## config.mk

```make
export PLATFORM = sky130hd
export DESIGN_NAME = json_byte_tokenizer_flat
export DESIGN_NICKNAME = d
export VERILOG_FILES = /design/src/hw/rtl/jbt_pkg.sv /design/src/hw/rtl/jbt_chan_if.sv /design/src/hw/rtl/jbt_lex_core.sv /design/src/hw/rtl/jbt_result_fifo.sv /design/src/hw/rtl/json_byte_tokenizer.sv /design/src/flat_wrapper.sv
export SDC_FILE = /design/constraint.sdc
export NUM_CORES = 1
export LEC_CHECK = 0
export BUFFER_PORTS_ARGS = -buffer_cell sky130_fd_sc_hd__buf_2
export CELL_PAD_IN_SITES_DETAIL_PLACEMENT = 0
export CELL_PAD_IN_SITES_GLOBAL_PLACEMENT = 2
export CORE_MARGIN = 4
export CORE_UTILIZATION = 41
export DETAILED_ROUTE_END_ITERATION = 7
export PLACE_DENSITY_LB_ADDON = 0.1
export SETUP_SLACK_MARGIN = 0.05
export SYNTH_ARGS = -nofsm -noshare
export SYNTH_HDL_FRONTEND = slang
export SYNTH_SLANG_ARGS = --single-unit
```

## constraint.sdc

```tcl
create_clock -name clk -period 4.7 [get_ports clk]
set_clock_uncertainty 0.2 [all_clocks]
set_input_delay 0.235 -clock clk [delete_from_list [all_inputs] [get_ports clk]]
set_output_delay 0.235 -clock clk [all_outputs]
set_load 0.005 [all_outputs]
```

## src/hw/rtl/jbt_pkg.sv

```systemverilog
// Types, codes and keyword tables of the JSON byte tokenizer.
`default_nettype none

package jbt_pkg;

	localparam int unsigned POS_BITS_DEF   = 32;
	localparam int unsigned LINE_BITS_DEF  = 32;
	localparam int unsigned RES_FIFO_DEPTH = 4;

	typedef enum logic [3:0] {
		TK_LBRACE  = 4'd0,
		TK_RBRACE  = 4'd1,
		TK_LSQUARE = 4'd2,
		TK_RSQUARE = 4'd3,
		TK_STRING  = 4'd4,
		TK_NUMBER  = 4'd5,
		TK_TRUE    = 4'd6,
		TK_FALSE   = 4'd7,
		TK_NULL    = 4'd8,
		TK_COMMA   = 4'd9,
		TK_COLON   = 4'd10,
		TK_END     = 4'd11
	} kind_t;

	typedef enum logic [1:0] {
		ERR_EOF_STRING = 2'd0,
		ERR_DIGIT      = 2'd1,
		ERR_KEYWORD    = 2'd2,
		ERR_UNEXPECTED = 2'd3
	} err_t;

	typedef enum logic [1:0] {
		KW_TRUE  = 2'd0,
		KW_FALSE = 2'd1,
		KW_NULL  = 2'd2
	} kw_t;

	typedef enum logic [9:0] {
		M_IDLE = 10'b00_0000_0001,
		M_STR  = 10'b00_0000_0010,
		M_ESC  = 10'b00_0000_0100,
		M_SIGN = 10'b00_0000_1000,
		M_ZERO = 10'b00_0001_0000,
		M_INT  = 10'b00_0010_0000,
		M_FRAC = 10'b00_0100_0000,
		M_EXP  = 10'b00_1000_0000,
		M_EXPD = 10'b01_0000_0000,
		M_KEY  = 10'b10_0000_0000
	} mode_t;

	localparam logic [7:0] CH_LBRACE  = 8'h7B;
	localparam logic [7:0] CH_RBRACE  = 8'h7D;
	localparam logic [7:0] CH_LSQUARE = 8'h5B;
	localparam logic [7:0] CH_RSQUARE = 8'h5D;
	localparam logic [7:0] CH_COMMA   = 8'h2C;
	localparam logic [7:0] CH_COLON   = 8'h3A;
	localparam logic [7:0] CH_QUOTE   = 8'h22;
	localparam logic [7:0] CH_BSLASH  = 8'h5C;
	localparam logic [7:0] CH_MINUS   = 8'h2D;
	localparam logic [7:0] CH_PLUS    = 8'h2B;
	localparam logic [7:0] CH_DOT     = 8'h2E;
	localparam logic [7:0] CH_ZERO    = 8'h30;
	localparam logic [7:0] CH_ONE     = 8'h31;
	localparam logic [7:0] CH_NINE    = 8'h39;
	localparam logic [7:0] CH_LOW_E   = 8'h65;
	localparam logic [7:0] CH_UP_E    = 8'h45;
	localparam logic [7:0] CH_LOW_T   = 8'h74;
	localparam logic [7:0] CH_LOW_F   = 8'h66;
	localparam logic [7:0] CH_LOW_N   = 8'h6E;
	localparam logic [7:0] CH_SPACE   = 8'h20;
	localparam logic [7:0] CH_TAB     = 8'h09;
	localparam logic [7:0] CH_CR      = 8'h0D;
	localparam logic [7:0] CH_FF      = 8'h0C;
	localparam logic [7:0] CH_LF      = 8'h0A;

	typedef struct packed {
		logic [7:0] text_byte;
		logic       end_of_input;
	} item_t;

	typedef struct packed {
		kind_t       token_kind;
		logic        is_error;
		err_t        error_code;
		logic [31:0] start_pos;
		logic [31:0] end_pos;
		logic [31:0] line_number;
		logic        last_of_run;
	} result_t;

	typedef struct packed {
		logic [1:0] count;
		result_t    first;
		result_t    second;
	} lex_out_t;

	function automatic logic [2:0] kw_len(input kw_t sel);
		case (sel)
			KW_FALSE: kw_len = 3'd5;
			default:  kw_len = 3'd4;
		endcase
	endfunction

	function automatic kind_t kw_kind(input kw_t sel);
		case (sel)
			KW_TRUE:  kw_kind = TK_TRUE;
			KW_FALSE: kw_kind = TK_FALSE;
			default:  kw_kind = TK_NULL;
		endcase
	endfunction

	function automatic logic [7:0] kw_char(input kw_t sel, input logic [2:0] idx);
		logic [7:0] ch;
		ch = 8'h00;
		case (sel)
			KW_TRUE: begin
				case (idx)
					3'd0:    ch = "t";
					3'd1:    ch = "r";
					3'd2:    ch = "u";
					3'd3:    ch = "e";
					default: ch = 8'h00;
				endcase
			end
			KW_FALSE: begin
				case (idx)
					3'd0:    ch = "f";
					3'd1:    ch = "a";
					3'd2:    ch = "l";
					3'd3:    ch = "s";
					3'd4:    ch = "e";
					default: ch = 8'h00;
				endcase
			end
			default: begin
				case (idx)
					3'd0:    ch = "n";
					3'd1:    ch = "u";
					3'd2:    ch = "l";
					3'd3:    ch = "l";
					default: ch = 8'h00;
				endcase
			end
		endcase
		return ch;
	endfunction

	function automatic result_t make_token(input kind_t kind, input logic [31:0] s,
			input logic [31:0] e, input logic [31:0] ln);
		result_t r;
		r.token_kind  = kind;
		r.is_error    = 1'b0;
		r.error_code  = ERR_EOF_STRING;
		r.start_pos   = s;
		r.end_pos     = e;
		r.line_number = ln;
		r.last_of_run = 1'b0;
		return r;
	endfunction

	function automatic result_t make_error(input err_t code, input logic [31:0] s,
			input logic [31:0] e, input logic [31:0] ln);
		result_t r;
		r.token_kind  = TK_LBRACE;
		r.is_error    = 1'b1;
		r.error_code  = code;
		r.start_pos   = s;
		r.end_pos     = e;
		r.line_number = ln;
		r.last_of_run = 1'b0;
		return r;
	endfunction

endpackage

`default_nettype wire

```

## src/hw/rtl/jbt_chan_if.sv

```systemverilog
// Valid/ready channel interface that carries one request per handshake.
`default_nettype none

interface jbt_chan_if #(
	parameter type payload_t = logic
) ();
	logic     valid;
	logic     ready;
	payload_t data;

	modport source (output valid, output data, input ready);
	modport sink (input valid, input data, output ready);
endinterface

`default_nettype wire

```

## src/hw/rtl/jbt_lex_core.sv

```systemverilog
// Lexer state and the combinational logic that turns one byte into up to two results.
`default_nettype none

module jbt_lex_core import jbt_pkg::*; #(
	parameter int unsigned POSITION_BITS = POS_BITS_DEF,
	parameter int unsigned LINE_BITS     = LINE_BITS_DEF
) (
	input  logic     clk,
	input  logic     arst_n,
	input  logic     step,
	input  item_t    item,
	output lex_out_t res
);

	mode_t                    mode_q;
	logic [POSITION_BITS-1:0] pos_q;
	logic [LINE_BITS-1:0]     line_q;
	logic [POSITION_BITS-1:0] tstart_q;
	logic [LINE_BITS-1:0]     tline_q;
	kw_t                      ksel_q;
	logic [2:0]               klet_q;
	logic                     halt_q;

	mode_t                    n_mode;
	logic [POSITION_BITS-1:0] n_pos;
	logic [LINE_BITS-1:0]     n_line;
	logic [POSITION_BITS-1:0] n_tstart;
	logic [LINE_BITS-1:0]     n_tline;
	kw_t                      n_ksel;
	logic [2:0]               n_klet;
	logic                     n_halt;

	logic [7:0]  c;
	logic        digit;
	logic [31:0] pos32, line32, tstart32, tline32, prev32;

	logic    id_emit, id_nl, id_fail;
	result_t id_res;
	mode_t   id_mode;
	kw_t     id_ksel;
	logic [2:0] id_klet;

	result_t    r0, r1;
	logic [1:0] cnt;
	logic       use_idle;
	logic [2:0] klet_inc;

	assign c        = item.text_byte;
	assign digit    = (c >= CH_ZERO) && (c <= CH_NINE);
	assign pos32    = 32'(pos_q);
	assign line32   = 32'(line_q);
	assign tstart32 = 32'(tstart_q);
	assign tline32  = 32'(tline_q);
	assign prev32   = 32'((pos_q == '0) ? pos_q : pos_q - POSITION_BITS'(1));
	assign klet_inc = klet_q + 3'd1;

	always_comb begin
		id_emit = 1'b0;
		id_nl   = 1'b0;
		id_fail = 1'b0;
		id_res  = make_token(TK_LBRACE, pos32, pos32, line32);
		id_mode = M_IDLE;
		id_ksel = ksel_q;
		id_klet = klet_q;
		case (c)
			CH_LBRACE: id_emit = 1'b1;
			CH_RBRACE: begin
				id_emit = 1'b1;
				id_res.token_kind = TK_RBRACE;
			end
			CH_LSQUARE: begin
				id_emit = 1'b1;
				id_res.token_kind = TK_LSQUARE;
			end
			CH_RSQUARE: begin
				id_emit = 1'b1;
				id_res.token_kind = TK_RSQUARE;
			end
			CH_COMMA: begin
				id_emit = 1'b1;
				id_res.token_kind = TK_COMMA;
			end
			CH_COLON: begin
				id_emit = 1'b1;
				id_res.token_kind = TK_COLON;
			end
			CH_QUOTE: id_mode = M_STR;
			CH_LOW_T: begin
				id_mode = M_KEY;
				id_ksel = KW_TRUE;
				id_klet = 3'd1;
			end
			CH_LOW_F: begin
				id_mode = M_KEY;
				id_ksel = KW_FALSE;
				id_klet = 3'd1;
			end
			CH_LOW_N: begin
				id_mode = M_KEY;
				id_ksel = KW_NULL;
				id_klet = 3'd1;
			end
			CH_MINUS: id_mode = M_SIGN;
			CH_ZERO: id_mode = M_ZERO;
			CH_SPACE, CH_TAB, CH_CR, CH_FF: id_mode = M_IDLE;
			CH_LF: id_nl = 1'b1;
			default: begin
				if (c inside {[CH_ONE:CH_NINE]}) begin
					id_mode = M_INT;
				end else begin
					id_emit = 1'b1;
					id_fail = 1'b1;
					id_res  = make_error(ERR_UNEXPECTED, pos32, pos32, line32);
				end
			end
		endcase
	end

	always_comb begin
		n_mode   = mode_q;
		n_pos    = pos_q;
		n_line   = line_q;
		n_tstart = tstart_q;
		n_tline  = tline_q;
		n_ksel   = ksel_q;
		n_klet   = klet_q;
		n_halt   = halt_q;
		r0       = make_token(TK_LBRACE, pos32, pos32, line32);
		r1       = make_token(TK_LBRACE, pos32, pos32, line32);
		cnt      = 2'd0;
		use_idle = 1'b0;
		if (!halt_q && item.end_of_input) begin
			case (mode_q)
				M_STR, M_ESC: begin
					r0     = make_error(ERR_EOF_STRING, tstart32, pos32, line32);
					cnt    = 2'd1;
					n_halt = 1'b1;
				end
				M_SIGN: begin
					r0     = make_error(ERR_DIGIT, tstart32, pos32, line32);
					cnt    = 2'd1;
					n_halt = 1'b1;
				end
				M_KEY: begin
					r0     = make_error(ERR_KEYWORD, tstart32, pos32, line32);
					cnt    = 2'd1;
					n_halt = 1'b1;
				end
				M_IDLE: cnt = 2'd0;
				default: begin
					r0  = make_token(TK_NUMBER, tstart32, prev32, tline32);
					cnt = 2'd1;
				end
			endcase
			if (!n_halt) begin
				if (cnt == 2'd0) begin
					r0 = make_token(TK_END, pos32, pos32, line32);
				end else begin
					r1 = make_token(TK_END, pos32, pos32, line32);
				end
				cnt      = cnt + 2'd1;
				n_mode   = M_IDLE;
				n_pos    = '0;
				n_line   = LINE_BITS'(1);
				n_tstart = '0;
				n_tline  = LINE_BITS'(1);
				n_ksel   = KW_TRUE;
				n_klet   = 3'd0;
			end
		end else if (!halt_q) begin
			n_pos = (pos_q != '1) ? pos_q + POSITION_BITS'(1) : pos_q;
			case (mode_q)
				M_IDLE: use_idle = 1'b1;
				M_STR: begin
					if (c == CH_QUOTE) begin
						r0     = make_token(TK_STRING, tstart32, pos32, tline32);
						cnt    = 2'd1;
						n_mode = M_IDLE;
					end else if (c == CH_BSLASH) begin
						n_mode = M_ESC;
					end
				end
				M_ESC: n_mode = M_STR;
				M_KEY: begin
					if (klet_q >= kw_len(ksel_q) || kw_char(ksel_q, klet_q) != c) begin
						r0     = make_error(ERR_KEYWORD, tstart32, pos32, line32);
						cnt    = 2'd1;
						n_halt = 1'b1;
					end else begin
						n_klet = klet_inc;
						if (klet_inc == kw_len(ksel_q)) begin
							r0     = make_token(kw_kind(ksel_q), tstart32, pos32, tline32);
							cnt    = 2'd1;
							n_mode = M_IDLE;
							n_klet = 3'd0;
						end
					end
				end
				M_SIGN: begin
					if (c == CH_ZERO) begin
						n_mode = M_ZERO;
					end else if (digit) begin
						n_mode = M_INT;
					end else begin
						r0     = make_error(ERR_DIGIT, tstart32, pos32, line32);
						cnt    = 2'd1;
						n_halt = 1'b1;
					end
				end
				M_ZERO, M_INT, M_FRAC: begin
					if (digit && mode_q != M_ZERO) begin
						n_mode = mode_q;
					end else if (c == CH_DOT && mode_q != M_FRAC) begin
						n_mode = M_FRAC;
					end else if (c == CH_LOW_E || c == CH_UP_E) begin
						n_mode = M_EXP;
					end else begin
						use_idle = 1'b1;
					end
				end
				M_EXP: begin
					if (c == CH_PLUS || c == CH_MINUS || digit) begin
						n_mode = M_EXPD;
					end else begin
						use_idle = 1'b1;
					end
				end
				M_EXPD: begin
					if (!digit) begin
						use_idle = 1'b1;
					end
				end
				default: n_mode = M_IDLE;
			endcase
			if (use_idle) begin
				if (mode_q != M_IDLE) begin
					r0  = make_token(TK_NUMBER, tstart32, prev32, tline32);
					cnt = 2'd1;
				end
				n_tstart = pos_q;
				n_tline  = line_q;
				n_mode   = id_mode;
				n_ksel   = id_ksel;
				n_klet   = id_klet;
				if (id_nl && line_q != '1) begin
					n_line = line_q + LINE_BITS'(1);
				end
				if (id_fail) begin
					n_halt = 1'b1;
				end
				if (id_emit) begin
					if (cnt == 2'd0) begin
						r0 = id_res;
					end else begin
						r1 = id_res;
					end
					cnt = cnt + 2'd1;
				end
			end
		end
		if (cnt == 2'd1) begin
			r0.last_of_run = 1'b1;
		end else if (cnt == 2'd2) begin
			r1.last_of_run = 1'b1;
		end
	end

	assign res.count  = step ? cnt : 2'd0;
	assign res.first  = r0;
	assign res.second = r1;

	always_ff @(posedge clk or negedge arst_n) begin
		if (!arst_n) begin
			mode_q   <= M_IDLE;
			pos_q    <= '0;
			line_q   <= LINE_BITS'(1);
			tstart_q <= '0;
			tline_q  <= LINE_BITS'(1);
			ksel_q   <= KW_TRUE;
			klet_q   <= 3'd0;
			halt_q   <= 1'b0;
		end else if (step) begin
			mode_q   <= n_mode;
			pos_q    <= n_pos;
			line_q   <= n_line;
			tstart_q <= n_tstart;
			tline_q  <= n_tline;
			ksel_q   <= n_ksel;
			klet_q   <= n_klet;
			halt_q   <= n_halt;
		end
	end

endmodule

`default_nettype wire

```

## src/hw/rtl/jbt_result_fifo.sv

```systemverilog
// Small result queue that takes up to two results a cycle and hands out one while the receiver is ready.
`default_nettype none

module jbt_result_fifo import jbt_pkg::*; (
	input  logic     clk,
	input  logic     arst_n,
	input  lex_out_t push,
	output logic     room,
	jbt_chan_if.source tokens
);

	localparam int unsigned DEPTH = RES_FIFO_DEPTH;
	localparam int unsigned IDX_W = $clog2(DEPTH);

	result_t            mem_q [DEPTH];
	logic [IDX_W-1:0]   wr_q;
	logic [IDX_W-1:0]   rd_q;
	logic [IDX_W:0]     cnt_q;
	logic               pop;

	assign tokens.valid = (cnt_q != '0);
	assign tokens.data  = mem_q[rd_q];
	assign pop          = tokens.valid && tokens.ready;
	assign room         = (cnt_q <= (IDX_W + 1)'(DEPTH - 2));

	always_ff @(posedge clk) begin
		if (push.count != 2'd0) begin
			mem_q[wr_q] <= push.first;
		end
		if (push.count == 2'd2) begin
			mem_q[wr_q + IDX_W'(1)] <= push.second;
		end
	end

	always_ff @(posedge clk or negedge arst_n) begin
		if (!arst_n) begin
			wr_q  <= '0;
			rd_q  <= '0;
			cnt_q <= '0;
		end else begin
			wr_q  <= wr_q + IDX_W'(push.count);
			rd_q  <= rd_q + IDX_W'(pop);
			cnt_q <= cnt_q + (IDX_W + 1)'(push.count) - (IDX_W + 1)'(pop);
		end
	end

endmodule

`default_nettype wire

```

## src/hw/rtl/json_byte_tokenizer.sv

```systemverilog
// Top level of the streaming JSON byte tokenizer.
// The bytes channel carries one request per handshake: a text byte and an
// end-of-input flag. The tokens channel returns results: a token kind with
// its start and end byte positions and line, or an error report.
// A byte is accepted into an input register, lexed by combinational logic
// once the queue has room, and its results are written to a four-entry queue.
// Each byte waits in the input register and its results in the queue before
// they are offered on the tokens channel. While the queue has room one byte
// is taken every cycle; a byte that closes a number and is itself punctuation
// or an unexpected byte, or an end of input after a number, yields two
// results.
// When the receiver stalls, the queue fills and input ready drops once the
// queue holds more than two results; nothing is lost or repeated.
// Reset clears the lexer mode, the byte position to zero and the line count
// to one. An error result halts the block: later bytes are taken but yield
// nothing until reset. End of input outside an unfinished string, lone minus
// sign or keyword emits the end token and restarts the counts as after reset.
`default_nettype none

module json_byte_tokenizer import jbt_pkg::*; #(
	parameter int unsigned POSITION_BITS = POS_BITS_DEF,
	parameter int unsigned LINE_BITS     = LINE_BITS_DEF
) (
	input logic        clk,
	input logic        arst_n,
	jbt_chan_if.sink   bytes,
	jbt_chan_if.source tokens
);

	logic     valid_s1;
	item_t    item_s1;
	logic     fire;
	logic     room;
	lex_out_t lex_out;

	assign fire        = valid_s1 && room;
	assign bytes.ready = !valid_s1 || fire;

	always_ff @(posedge clk or negedge arst_n) begin
		if (!arst_n) begin
			valid_s1 <= 1'b0;
		end else if (bytes.ready) begin
			valid_s1 <= bytes.valid;
		end
	end

	always_ff @(posedge clk) begin
		if (bytes.valid && bytes.ready) begin
			item_s1 <= bytes.data;
		end
	end

	jbt_lex_core #(
		.POSITION_BITS(POSITION_BITS),
		.LINE_BITS    (LINE_BITS)
	) u_lex_core (
		.clk   (clk),
		.arst_n(arst_n),
		.step  (fire),
		.item  (item_s1),
		.res   (lex_out)
	);

	jbt_result_fifo u_result_fifo (
		.clk   (clk),
		.arst_n(arst_n),
		.push  (lex_out),
		.room  (room),
		.tokens(tokens)
	);

endmodule

`default_nettype wire

```

## src/flat_wrapper.sv

```systemverilog
// flat-port wrapper written by rule: the top's interface ports become plain ports
module json_byte_tokenizer_flat import jbt_pkg::*;
#(
	parameter int unsigned POSITION_BITS = POS_BITS_DEF,
	parameter int unsigned LINE_BITS     = LINE_BITS_DEF
)
  (clk, arst_n, bytes_valid, bytes_data, bytes_ready, tokens_valid, tokens_data, tokens_ready);
  jbt_chan_if bytes_i ();
  jbt_chan_if tokens_i ();
  input logic clk;
  input logic arst_n;
  input wire logic [$bits(bytes_i.valid)-1:0] bytes_valid;
  input wire logic [$bits(bytes_i.data)-1:0] bytes_data;
  output wire logic [$bits(bytes_i.ready)-1:0] bytes_ready;
  output wire logic [$bits(tokens_i.valid)-1:0] tokens_valid;
  output wire logic [$bits(tokens_i.data)-1:0] tokens_data;
  input wire logic [$bits(tokens_i.ready)-1:0] tokens_ready;
  assign bytes_i.valid = bytes_valid;
  assign bytes_i.data = bytes_data;
  assign bytes_ready = bytes_i.ready;
  assign tokens_valid = tokens_i.valid;
  assign tokens_data = tokens_i.data;
  assign tokens_i.ready = tokens_ready;
  json_byte_tokenizer #(.POSITION_BITS(POSITION_BITS), .LINE_BITS(LINE_BITS)) u_core (.clk(clk), .arst_n(arst_n), .bytes(bytes_i), .tokens(tokens_i));
endmodule
```

# After elaboration in Yosys (flattened, before gate mapping)
# Memory sizes are Yosys's and may differ from the RTL's.
# Index checks and enable logic that the tools add are counted.
# totals
register_bits	153
mem_bits_rw	416
in_bits	5
out_inout_bits	3
elab_cells	182
memories	1
# mem_list
memory	depth	word_bits	read_ports	rd_ports_with_merged_regs	write_ports	line	rtl
u_core.u_result_fifo.mem_q	4	104	1	0	2	jbt_result_fifo.sv:15	result_t mem_q [DEPTH];
# classes
addsub	10
magnitude_cmp	2
eq_ne	32
muxes	93
reduce_logical	31
# op_table
cell	n
104-bit two-way mux	12
32-bit two-way mux	13
103-bit one-hot mux with 4 select lines	1
100-bit two-way mux	3
104-bit one-hot mux with 2 select lines	1
10-bit two-way mux	6
3-bit two-way mux	14
7-bit one-hot mux with 5 select lines	1
32-bit by 1-bit adder with 32-bit output (second input constant)	1
32-bit logical NOT	1
32-bit inequality test (second input constant)	1
32-bit by 1-bit subtractor with 32-bit output (second input constant)	1
10-bit one-hot mux with 3 select lines	1
7-bit one-hot mux with 4 select lines	1
2-bit two-way mux	12
8-bit two-way mux	3
7-bit one-hot mux with 3 select lines	1
1-bit two-way mux	20
8-bit one-hot mux with 2 select lines	1
3-bit inequality test (second input constant)	4
10-bit by 1-bit == test with 1-bit output (second input constant)	1
10-bit == test (second input constant)	1
10-bit by 2-bit == test with 1-bit output (second input constant)	1
10-bit by 3-bit == test with 1-bit output (second input constant)	1
other kinds (45)	66

# Logic depth before layout (Yosys ltp)
# Gate-level depths: netlist of the first run.
# depth
word_depth	29
ltp_mapped	9
depth_no_buf	9

# Cells and area by module
# Synthesis of the first run repeated with hierarchy kept, for this count alone.
# hier_totals
hier_cells	1406
hier_area_um2	11433.5
# by_module_without_submodules
module	instances	cells_each	area_per_inst_um2	seq_area_each_um2
jbt_lex_core	1	1346	10672.7	3607.2
jbt_result_fifo	1	53	666.9	295.3
json_byte_tokenizer	1	7	93.8	55.1

# Least setup slack after synthesis of the first run
# Ideal clock, no wire load.
# synth_path
path_type	flip-flop to flip-flop
startpoint	reg u_core.u_result_fifo.cnt_q[1]
endpoint	reg u_core.u_result_fifo.cnt_q[2]
t_arrival_ns	1.981
setup_slack_ns	2.398
path_stages_with_launch	9
period_less_slack_ns	2.302
cell_sequence	dfrtp_1 or3_1 and2_1 ha_1 inv_1 ha_1 inv_1 fa_1 xor2_1
# synth_rtl
element	line	rtl
start: declaration	jbt_result_fifo.sv:18	logic [IDX_W:0] cnt_q;
start signal: assignment	jbt_result_fifo.sv:43	cnt_q <= cnt_q + (IDX_W + 1)'(push.count) - (IDX_W + 1)'(pop);
3-bit nonzero test	jbt_result_fifo.sv:21	assign tokens.valid = (cnt_q != '0);
via tokens_valid	flat_wrapper.sv:15	output wire logic [$bits(tokens_i.valid)-1:0] tokens_valid;
1-bit logical AND	jbt_result_fifo.sv:23	assign pop = tokens.valid && tokens.ready;
3-bit by 1-bit subtractor with 3-bit output	jbt_result_fifo.sv:43	
# The timed path passes the listed nets, and every way through them passes these cells.
# A chain may end at the register's enable or synchronous reset.

# Worst setup path in the final report of the first run
# layout_path
startpoint	reg u_core.u_result_fifo.cnt_q[1]
endpoint	reg u_core.u_result_fifo.cnt_q[2]
# layout_between
elab_chain_cells	5
# layout_lines
element	line	rtl
3-bit by 2-bit <= comparator with 1-bit output	jbt_result_fifo.sv:24	assign room = (cnt_q <= (IDX_W + 1)'(DEPTH - 2));
1-bit logical AND	json_byte_tokenizer.sv:36	assign fire = valid_s1 && room;
2-bit two-way mux	jbt_lex_core.sv:268	assign res.count = step ? cnt : 2'd0;
3-bit by 2-bit adder with 3-bit output	jbt_result_fifo.sv:43	
3-bit by 1-bit subtractor with 3-bit output *	jbt_result_fifo.sv:43	
# Mark *: on every way between the ends. The rest lies on a longest branch, timed or not.

==> impl_metrics.yaml, run 1 <==
setup_path:
  slowest_stage: "dfrtp_1"
  arrival_ns: 2.36
  slowest_delay_ns: 0.45
  cp_max_fo: 6
  start_kind: "flip-flop"
  crit_chain: "or3_1, and2_1, ha_1, inv_1, ha_1, inv_1, fa_1, xor2_1"
  criticalPathCategory: "reg2reg"
  critPathBufInv: 2
  cp.required_ns: 4.67
  cpLargestDelayFamily: "adder cells"
  end_kind: "flip-flop"
synth:
  synthTopCellsByArea: "dfrtp_1, edfxtp_1, ha_1"
  netlist_instances: 53
  yosys_warnings: 0
  synth-seq-cells: 14
  async_flop_share_pct: 64.3
  seq_area_frac_synth_pct: 51.5
  synth_nets: 64
  yosys.area.top_type: "dfrtp_1"
  synth_top_area_share_pct: 30.9
  yosysUniqueCellTypes: 25
  synth_area_um2: 729
  synth_ff_type: "dfrtp_1"
  synth-edff-count: 5
  postSynthAreaPerCell_um2: 13.8
clocking:
  htree_levels: 1
  path_clk_slew_ns: 0.08
  numClockSinks: 14
  holdBufCountCts: 3
  clk_latency_ns: 0.27
  clockBufferDepth: 2
  clockRootBuffer: "clkbuf_4"
  post_cts_buffers: 0
  cts_tree: "yes"
  cts_made_buffers: 3
  post_cts_resize_count: 0
placed_design:
  io_buffers: 7
  place_congestion: 0.655
  dpl.cell_count: 83
  hpwlAfterDp_um: 807
timing:
  rsz0062_at_grt: "no"
  setup_viol: 0
  final.setup.tns_ns: 0
  slew_headroom_pct: 75.5
  drv_slew: 0
  worstMarginPinSlew_ns: 0.367
  post-route-period-util_pct: 50.8
  hold_viol: 0
  fmax_mhz: 419
  period_minus_slack_ns: 2.39
global_route:
  grtUsageMet1_pct: 14.8
  grt_most_used_layer: "met1"
  grt_use_total_pct: 10.5
  met2_usage_pct: 14.8
  antenna_found_initial: 0
  grt_first_pass_wirelength_um: 1930
  grt_max_degree: 10
  grt_use_met3_pct: 2.66
  grt-ovfl-total: 0
  grt_pass1_vias: 444
routing:
  drtAntennaViolNets: 0
  vias: 432
  wl_per_cell_um: 12.0
  wirelength_um: 1080
  via_per_inst: 4.80
  drt-initial-drc-count: 6
  first_pass_iters: 4
  drc: 0
min_path:
  hp-class: "in2reg"
power:
  p_leak_uw: 0.000357
  p_clk_share_pct: 16.0
  internal_power_uw: 275
  seqPwrFrac_pct: 48.3
  p_comb_share_pct: 35.7
  ir_worst_vdd_mv: 0.247
  switching_power_uw: 169
  power.switching_fraction_pct: 38.0
  power.density_nw_per_um2: 528
die:
  fp.dieH_um: 50.2
  coreArea_um2: 1590
  initial_core_util_pct: 45.8
  fp-row-count: 14
  dieArea_um2: 2520
  die_x_um: 50.2
  io_pins: 8
finish:
  drive_above_1_share_pct: 21.2
  antenna_cells: 0
  syn2layout_area_growth_pct: 15.1
  layout_commonest_cell: "dfrtp_1"
  fin_nets: 78
  final_cells: 90
  final_cell_mix: "dfrtp_1, inv_1, buf_2"
status:
  status: "finished clean"
flow_run:
  drv_cap: 0
-- power groups by stage --
stage	Clock, uW	Sequential [uW]	Combinational (uW)
3_5_place_dp	0	217	158
5_1_grt	81.0	221	180
3_3_place_gp	0	219	154
2_1_floorplan	0	207	127
4_1_cts	75.5	215	163
6_report	70.8	214	158
-- final cells by class --
type                    count  area [um2]
fillers                   138         754
flip-flops and latches     14         375
multi-input cells          30         313
repair buffers             10        65.1
inverters                   8        30.0
well taps                  24        30.0
clock buffers               4        26.3
-- stage by stage --
| stage | utilization, % | worst slack [ns] | hold slack (ns) | instance area (um2) | power [uW] |
|---|---|---|---|---|---|
| finish | 52.7 | 2.31 | 0.122 | 840 | 444 |
| global route | 52.7 | 2.17 | 0.132 | 840 | 481 |
| CTS | 52.7 | 2.30 | 0.120 | 840 | 453 |
| detailed placement | 49.1 | 2.31 | -0.0947 | 783 | 376 |
| global placement | 49.1 | 2.32 | -0.0991 | 783 | 372 |
| floorplan | - | 2.40 | -0.261 | 729 | 334 |
-- final timing paths --
| path | slack [ns] | depth (start not counted) | from | end |
|---|---|---|---|---|
| setup / recovery | 2.31 | 8 | u_core.u_result_fifo.cnt_q[1]$_DFF_PN0_ | u_core.u_result_fifo.cnt_q[2]$_DFF_PN0_ |
| hold / removal | 0.12 | 3 | tokens_ready | u_core.u_result_fifo.rd_q[0]$_DFF_PN0_ |
| setup reg to reg | 2.31 | 8 | u_core.u_result_fifo.cnt_q[1]$_DFF_PN0_ | u_core.u_result_fifo.cnt_q[2]$_DFF_PN0_ |
| hold reg to reg | 0.29 | 1 | u_core.u_result_fifo.rd_q[1]$_DFF_PN0_ | u_core.u_result_fifo.rd_q[1]$_DFF_PN0_ |
| max in group asynchronous | 3.98 | 2 | arst_n | u_core.u_result_fifo.wr_q[1]$_DFF_PN0_ |
| min in group asynchronous | 0.14 | 2 | arst_n | u_core.u_result_fifo.rd_q[0]$_DFF_PN0_ |
-- worst min-delay path, cell delays in order --
cell and delay [ns]:
buf_2 0.07, and2_1 0.14, ha_1 0.12
-- logic make-up after synthesis --
kind of cell | share of synthesized area (%)
flops | 51.5
compound gates | 14.9
simple gates | 9.95
xor+xnor | 3.60
buf+inv | 5.66
mux | 3.09
fa+ha+maj | 11.3
-- layer usage --
layer  routed length (um)  part of all wire [%]
met1                  534                    49
met2                  474                    44
met3                   55                   5.1
met4                   15                   1.4
met5                    0                     0
-- flip-flops by register name, summed over array words and instances (netlist names) --
name and flops:
u_core.u_result_fifo.mem_q 4, u_core.item_s1 1, u_core.u_lex_core.halt_q 1, u_core.valid_s1 1, u_core.u_result_fifo.rd_q 2, u_core.u_result_fifo.cnt_q 3, u_core.u_result_fifo.wr_q 2
-- synth_stat cells, types with 2 or more instances --
cell	instances
xor2_1	3
nor2b_1	2
edfxtp_1	5
ha_1	5
inv_1	8
nand2_1	2
dfrtp_1	9
a2111oi_4	2
(Power assumes the default switching activity.)
==> inputs of run 2 (changes only) <==
--- a/config.mk
+++ b/config.mk
@@ -5,11 +5,12 @@
 export SDC_FILE = /design/constraint.sdc
 export NUM_CORES = 1
 export LEC_CHECK = 0
+export ABC_AREA = 1
 export BUFFER_PORTS_ARGS = -buffer_cell sky130_fd_sc_hd__buf_2
 export CELL_PAD_IN_SITES_DETAIL_PLACEMENT = 0
 export CELL_PAD_IN_SITES_GLOBAL_PLACEMENT = 2
 export CORE_MARGIN = 4
-export CORE_UTILIZATION = 41
+export CORE_UTILIZATION = 31
 export DETAILED_ROUTE_END_ITERATION = 7
 export PLACE_DENSITY_LB_ADDON = 0.1
 export SETUP_SLACK_MARGIN = 0.05
==> constraint.sdc (replaced) <==
create_clock -name clk -period 1.95 [get_ports clk]
set_clock_uncertainty 0.2 [all_clocks]
set_input_delay 0.0975 -clock clk [delete_from_list [all_inputs] [get_ports clk]]
set_output_delay 0.0975 -clock clk [all_outputs]
set_load 0.005 [all_outputs]
==> run 2 against run 1 <==
- the flow now finishes with violations (negative hold slack, negative setup slack)
- utilization shrank 7.2 points
- total power grew to 2.9 times the previous value
- worst hold slack lost 0.13 ns
- combinational power grew to 4.1 times the previous value
- die area grew 16%
- highest routed layer unchanged
==> impl_metrics.yaml, run 2 <==
placed_design:
  place_congestion: 0.633
  dpl.cell_count: 102
  hpwlAfterDp_um: 816
  io_buffers: 7
synth:
  synth_top_family_by_area: "simple AND/OR/NAND/NOR gates"
  synth-compound-area-share_pct: 2.28
  synth_area_um2: 658
  yosysUniqueCellTypes: 16
  synth_xor_xnor_area_share_pct: 3.99
  synth-edff-count: 5
  synth-seq-cells: 14
  synth_commonest_cells: "inv_1, dfrtp_1, nand2_1, nor2_1"
  synthTopCellsByArea: "dfrtp_1, edfxtp_1, ha_1"
  postSynthAreaPerCell_um2: 11.0
  synthMuxAreaShare_pct: 0
  seq_area_frac_synth_pct: 57.0
  async_flop_share_pct: 64.3
  synth-simple-area-share_pct: 16.7
  synth_most_common_cell: "inv_1"
  synth_top_area_share_pct: 34.2
  synth_nets: 71
  synth_ff_type: "dfrtp_1"
  netlist_instances: 60
  yosys.area.top_type: "dfrtp_1"
  yosys_warnings: 0
  synth_fa_ha_area_share_pct: 12.5
setup_path:
  end_kind: "flip-flop"
  cp_max_fo: 2
  cp.required_ns: 1.93
  arrival_ns: 2.04
  start_kind: "flip-flop"
  criticalPathCategory: "reg2reg"
die:
  initial_core_util_pct: 33.2
  io_pins: 8
  fp.dieH_um: 54.1
  dieArea_um2: 2920
  fp-row-count: 16
  coreArea_um2: 1980
  die_x_um: 54.1
clocking:
  clk_latency_ns: 0.28
  cts_tree: "yes"
  htree_levels: 1
  clockRootBuffer: "clkbuf_4"
  clockBufferDepth: 2
  path_clk_slew_ns: 0.08
  cts_made_buffers: 3
  numClockSinks: 14
global_route:
  grt_pass1_vias: 480
  grt_max_degree: 10
  antenna_found_initial: 0
  grt_use_total_pct: 10.4
  grt-ovfl-total: 0
  grt_first_pass_wirelength_um: 2060
timing:
  hold_ws_ns: -0.00398
  slew_headroom_pct: 84.9
  worstMarginPinSlew_ns: 0.227
  rsz0062_at_grt: "yes"
  setup_viol: 2
  fmax_mhz: 486
  worst_slack_ns: -0.108
  hold_viol: 6
  final.setup.tns_ns: -0.163
  period_minus_slack_ns: 2.06
  post-route-period-util_pct: 106
  drv_slew: 0
finish:
  largest_reg_flops: 4
  syn2layout_area_growth_pct: 36.9
  fillers: 197
  multi_input_area_um2: 277
  reg.largest.list: "u_core.u_result_fifo.mem_q: 4 flops, u_core.u_result_fifo.cnt_q: 3 flops"
  fin_nets: 96
  drive_above_1_share_pct: 39.3
  seq_area_um2: 375
  layout_commonest_cell: "buf_4"
  antenna_cells: 0
  regMostFlops: "u_core.u_result_fifo.mem_q"
  final_cell_mix: "buf_4, dfrtp_1, inv_1"
  final_cells: 111
power:
  p_leak_uw: 0.000431
  power.density_nw_per_um2: 1440
  ir_worst_vdd_mv: 0.704
routing:
  wirelength_um: 1120
  via_per_inst: 4.13
  vias: 458
  wl_per_cell_um: 10.1
  drt-initial-drc-count: 4
  first_pass_iters: 2
  drtAntennaViolNets: 0
  drc: 0
flow_run:
  drv_cap: 0
status:
  status: "finished with violations"
  violations: "negative hold slack, negative setup slack"
min_path:
  hp-class: "in2async"
run 2: cells by family (layout without fill, tap and decap cells):
| group | count (synthesis) | count (layout) |
|---|---|---|
| xor gates and xnor gates | 3 | 3 |
| and+or+nand+nor | 21 | 21 |
| AOI/OAI and AO/OA | 3 | 3 |
| adders and majority gates | 6 | 6 |
| DFF | 14 | 14 |
| buffers and inverters | 13 | 37 |
run 2: where the power goes:
part           leakage (uW)  internal, uW  switching, uW  total (uW)
Combinational      0.000267           332            308         640
Clock             0.0000154          74.2           94.1         168
Sequential         0.000149           420           73.6         494
Total              0.000431           826            475        1300
run 2: repair_timing:
item | CTS | global route
buffers inserted | 1 | 1
pin swaps | 1 | 1
endpoints found under the hold margin | 12 | 0
endpoints found under the setup margin | 2 | 2
resized for setup | 3 | 0
hold buffers | 3 | 0
run 2: final timing paths:
path / depth (start not counted) / to / start / slack, ns
max: 11 / u_core.u_result_fifo.cnt_q[1]$_DFF_PN0_ / u_core.u_result_fifo.cnt_q[1]$_DFF_PN0_ / -0.11
min: 2 / u_core.u_result_fifo.rd_q[1]$_DFF_PN0_ / arst_n / -0.004
max reg2reg: 11 / u_core.u_result_fifo.cnt_q[1]$_DFF_PN0_ / u_core.u_result_fifo.cnt_q[1]$_DFF_PN0_ / -0.11
min reg2reg: 2 / u_core.u_lex_core.halt_q$_DFFE_PN0P_ / u_core.item_s1[0]$_DFFE_PP_ / 0.30
max in group asynchronous: 2 / u_core.u_lex_core.halt_q$_DFFE_PN0P_ / arst_n / 1.36
min in group clk: 4 / u_core.u_result_fifo.rd_q[0]$_DFF_PN0_ / tokens_ready / 0.10
run 2: stage by stage:
stage | instance area, um2 | power (uW) | worst slack, ns | util [%]
2_1_floorplan | 688 | 838 | -0.148 | -
3_3_place_gp | 817 | 1050 | -0.121 | 41.2
3_5_place_dp | 817 | 1060 | -0.148 | 41.2
4_1_cts | 893 | 1290 | -0.110 | 45.1
5_1_grt | 901 | 1430 | -0.181 | 45.5
6_report | 901 | 1300 | -0.108 | 45.5
run 2: routing by layer:
metal / vias to the layer above / wire length (um) / GRT usage, %
li1: 238 / - / -
met3: 2 / 51 / 4.16
met4: 0 / 12 / 6.22
met1: 210 / 488 / 12.3
met5: - / 0 / 0
met2: 8 / 563 / 15.9
run 2: cell type report:
cell class | instances | share of cell area (%)
clock buffers | 3 | 2.50
clock inverters | 1 | 0.417
inverters | 13 | 5.42
multi-input cells | 33 | 30.7
flip-flops and latches | 14 | 41.7
well taps | 27 | 3.75
repair buffers | 20 | 15.6
run 2: worst max-delay path, stage by stage, from the launching register on:
cell	delay, ns
dfrtp_1	0.40
inv_2	0.09
ha_4	0.13
inv_2	0.03
nand2_2	0.07
nand3_4	0.08
ha_4	0.22
inv_2	0.06
ha_4	0.11
inv_2	0.03
fa_2	0.50
inv_1	0.04
==> inputs of run 3 (changes only) <==
--- a/config.mk
+++ b/config.mk
@@ -10,7 +10,7 @@
 export CELL_PAD_IN_SITES_DETAIL_PLACEMENT = 0
 export CELL_PAD_IN_SITES_GLOBAL_PLACEMENT = 2
 export CORE_MARGIN = 4
-export CORE_UTILIZATION = 31
+export CORE_UTILIZATION = 35
 export DETAILED_ROUTE_END_ITERATION = 7
 export PLACE_DENSITY_LB_ADDON = 0.1
 export SETUP_SLACK_MARGIN = 0.05
==> constraint.sdc (replaced) <==
create_clock -name clk -period 2.2 [get_ports clk]
set_clock_uncertainty 0.2 [all_clocks]
set_input_delay 0.11 -clock clk [delete_from_list [all_inputs] [get_ports clk]]
set_output_delay 0.11 -clock clk [all_outputs]
set_load 0.005 [all_outputs]
==> run 3 against run 2 <==
- the run now ends clean
- utilization rose by 3.9 points
- largest power group unchanged
- final area fell by 4.4%
- register-to-register slack improved by 0.22 ns
- sequential share of layout area rose by 1.9 points
- worst setup slack improved by 0.22 ns
- combinational power fell by 22%
- critical path depth did not move
- routed wire length fell by 3.3%
- global-route usage fell by 0.25 points
- first-iteration DRC count fell by 25%
- die area fell by 9.8%
==> impl_metrics.yaml, run 3 (synthesis gave the netlist of run 2 again) <==
global_route:
  grt_max_degree: 10
  grt_use_total_pct: 10.2
  antenna_found_initial: 0
  grt_pass1_vias: 440
  grt_first_pass_wirelength_um: 1880
  grt-ovfl-total: 0
power:
  power.density_nw_per_um2: 1270
  ir_worst_vdd_mv: 0.557
  p_leak_uw: 0.000406
setup_path:
  cp_max_fo: 3
  arrival_ns: 2.07
  start_kind: "flip-flop"
  cp.required_ns: 2.18
  criticalPathCategory: "reg2reg"
  end_kind: "flip-flop"
finish:
  layout_commonest_cell: "dfrtp_1"
  antenna_cells: 0
  fillers: 175
  drive_above_1_share_pct: 36.7
  regMostFlops: "u_core.u_result_fifo.mem_q"
  final_cell_mix: "dfrtp_1, inv_1, nand2_1, nor2_1, buf_2"
  largest_reg_flops: 4
  syn2layout_area_growth_pct: 30.8
  fin_nets: 91
  reg.largest.list: "u_core.u_result_fifo.mem_q: 4 flops, u_core.u_result_fifo.cnt_q: 3 flops"
clocking:
  cts_tree: "yes"
  path_clk_slew_ns: 0.08
  clk_latency_ns: 0.28
  clockRootBuffer: "clkbuf_4"
  clockBufferDepth: 2
  cts_made_buffers: 3
  htree_levels: 1
  numClockSinks: 14
routing:
  wl_per_cell_um: 10.4
  vias: 435
  first_pass_iters: 2
  drt-initial-drc-count: 3
  wirelength_um: 1080
  drc: 0
  drtAntennaViolNets: 0
  via_per_inst: 4.18
placed_design:
  hpwlAfterDp_um: 809
  io_buffers: 7
  post-place-ws_ns: 0.0503
  place_congestion: 0.696
timing:
  period_minus_slack_ns: 2.09
  final.setup.tns_ns: 0
  hold_viol: 0
  post-route-period-util_pct: 95.1
  drv_slew: 0
  rsz0062_at_grt: "yes"
  worst_slack_ns: 0.108
  setup_viol: 0
  fmax_mhz: 478
  worstMarginPinSlew_ns: 0.220
  slew_headroom_pct: 85.3
flow_run:
  drv_cap: 0
die:
  dieArea_um2: 2640
  coreArea_um2: 1750
  fp.dieH_um: 51.4
  die_x_um: 51.4
  io_pins: 8
  initial_core_util_pct: 37.7
  fp-row-count: 15
min_path:
  hp-class: "in2async"
status:
  status: "finished clean"
run 3: layer usage:
metal | track usage, % | wire length (um) | vias up
met5 | 0 | 0 | -
met4 | 3.93 | 0 | 0
met3 | 6.12 | 70 | 0
met2 | 15.5 | 537 | 9
met1 | 11.6 | 472 | 201
li1 | - | - | 225
run 3: cell type report:
type                            instances  area [um2]  area share (%)
Clock buffer                            3        22.5            2.62
Clock inverter                          1        3.75           0.436
Inverter                               13        48.8            5.67
Multi-Input combinational cell         33         277            32.1
Sequential cell                        14         375            43.6
Tap cell                               25        31.3            3.63
Timing Repair Buffer                   15         103            11.9
run 3: worst max-delay path: stages, from the launching register on:
cell,delay (ns)
dfrtp_1,0.38
inv_2,0.09
ha_4,0.13
inv_2,0.04
nand2_2,0.08
nand3_4,0.08
ha_4,0.22
inv_2,0.06
ha_4,0.12
inv_2,0.03
fa_2,0.53
inv_2,0.03
run 3: stage by stage:
step / utilization, % / std cells / area [um2] / hold WS (ns) / total power [uW]
after floorplan: - / 60 / 658 / -0.386 / 706
after global placement: 42.8 / 95 / 747 / -0.220 / 844
after detailed placement: 42.8 / 95 / 747 / -0.219 / 846
after CTS: 46.5 / 103 / 811 / 0.00685 / 1020
after global routing: 49.3 / 104 / 861 / 0.00315 / 1210
final: 49.3 / 104 / 861 / 0.00533 / 1090
run 3: final timing paths:
| kind | start | depth (start not counted) | slack (ns) | end |
|---|---|---|---|---|
| worst max-delay path | u_core.u_result_fifo.cnt_q[2]$_DFF_PN0_ | 11 | 0.11 | u_core.u_result_fifo.cnt_q[1]$_DFF_PN0_ |
| worst min-delay path | arst_n | 2 | 0.005 | u_core.u_result_fifo.cnt_q[2]$_DFF_PN0_ |
| worst max register to register | u_core.u_result_fifo.cnt_q[2]$_DFF_PN0_ | 11 | 0.11 | u_core.u_result_fifo.cnt_q[1]$_DFF_PN0_ |
| worst min register to register | u_core.u_result_fifo.rd_q[1]$_DFF_PN0_ | 1 | 0.30 | u_core.u_result_fifo.rd_q[1]$_DFF_PN0_ |
| max in group asynchronous | arst_n | 2 | 1.61 | u_core.u_lex_core.halt_q$_DFFE_PN0P_ |
| min in group clk | tokens_ready | 3 | 0.01 | u_core.u_result_fifo.rd_q[0]$_DFF_PN0_ |
run 3: power breakdown:
group	internal (uW)	switching (uW)	leakage, uW	total (uW)
Clock	65.8	81.3	0.0000154	147
Sequential	373	67.7	0.000149	440
Combinational	244	258	0.000242	502
Total	682	407	0.000406	1090
run 3: timing repair:
| item | CTS | global route |
|---|---|---|
| setup endpoints to repair | 2 | 2 |
| pin swaps | 1 | 4 |
| endpoints found under the hold margin | 12 | 0 |
| cloned | 0 | 0 |
| hold buffers | 3 | 0 |
| setup buffers | 1 | 1 |
| resized for setup | 0 | 12 |
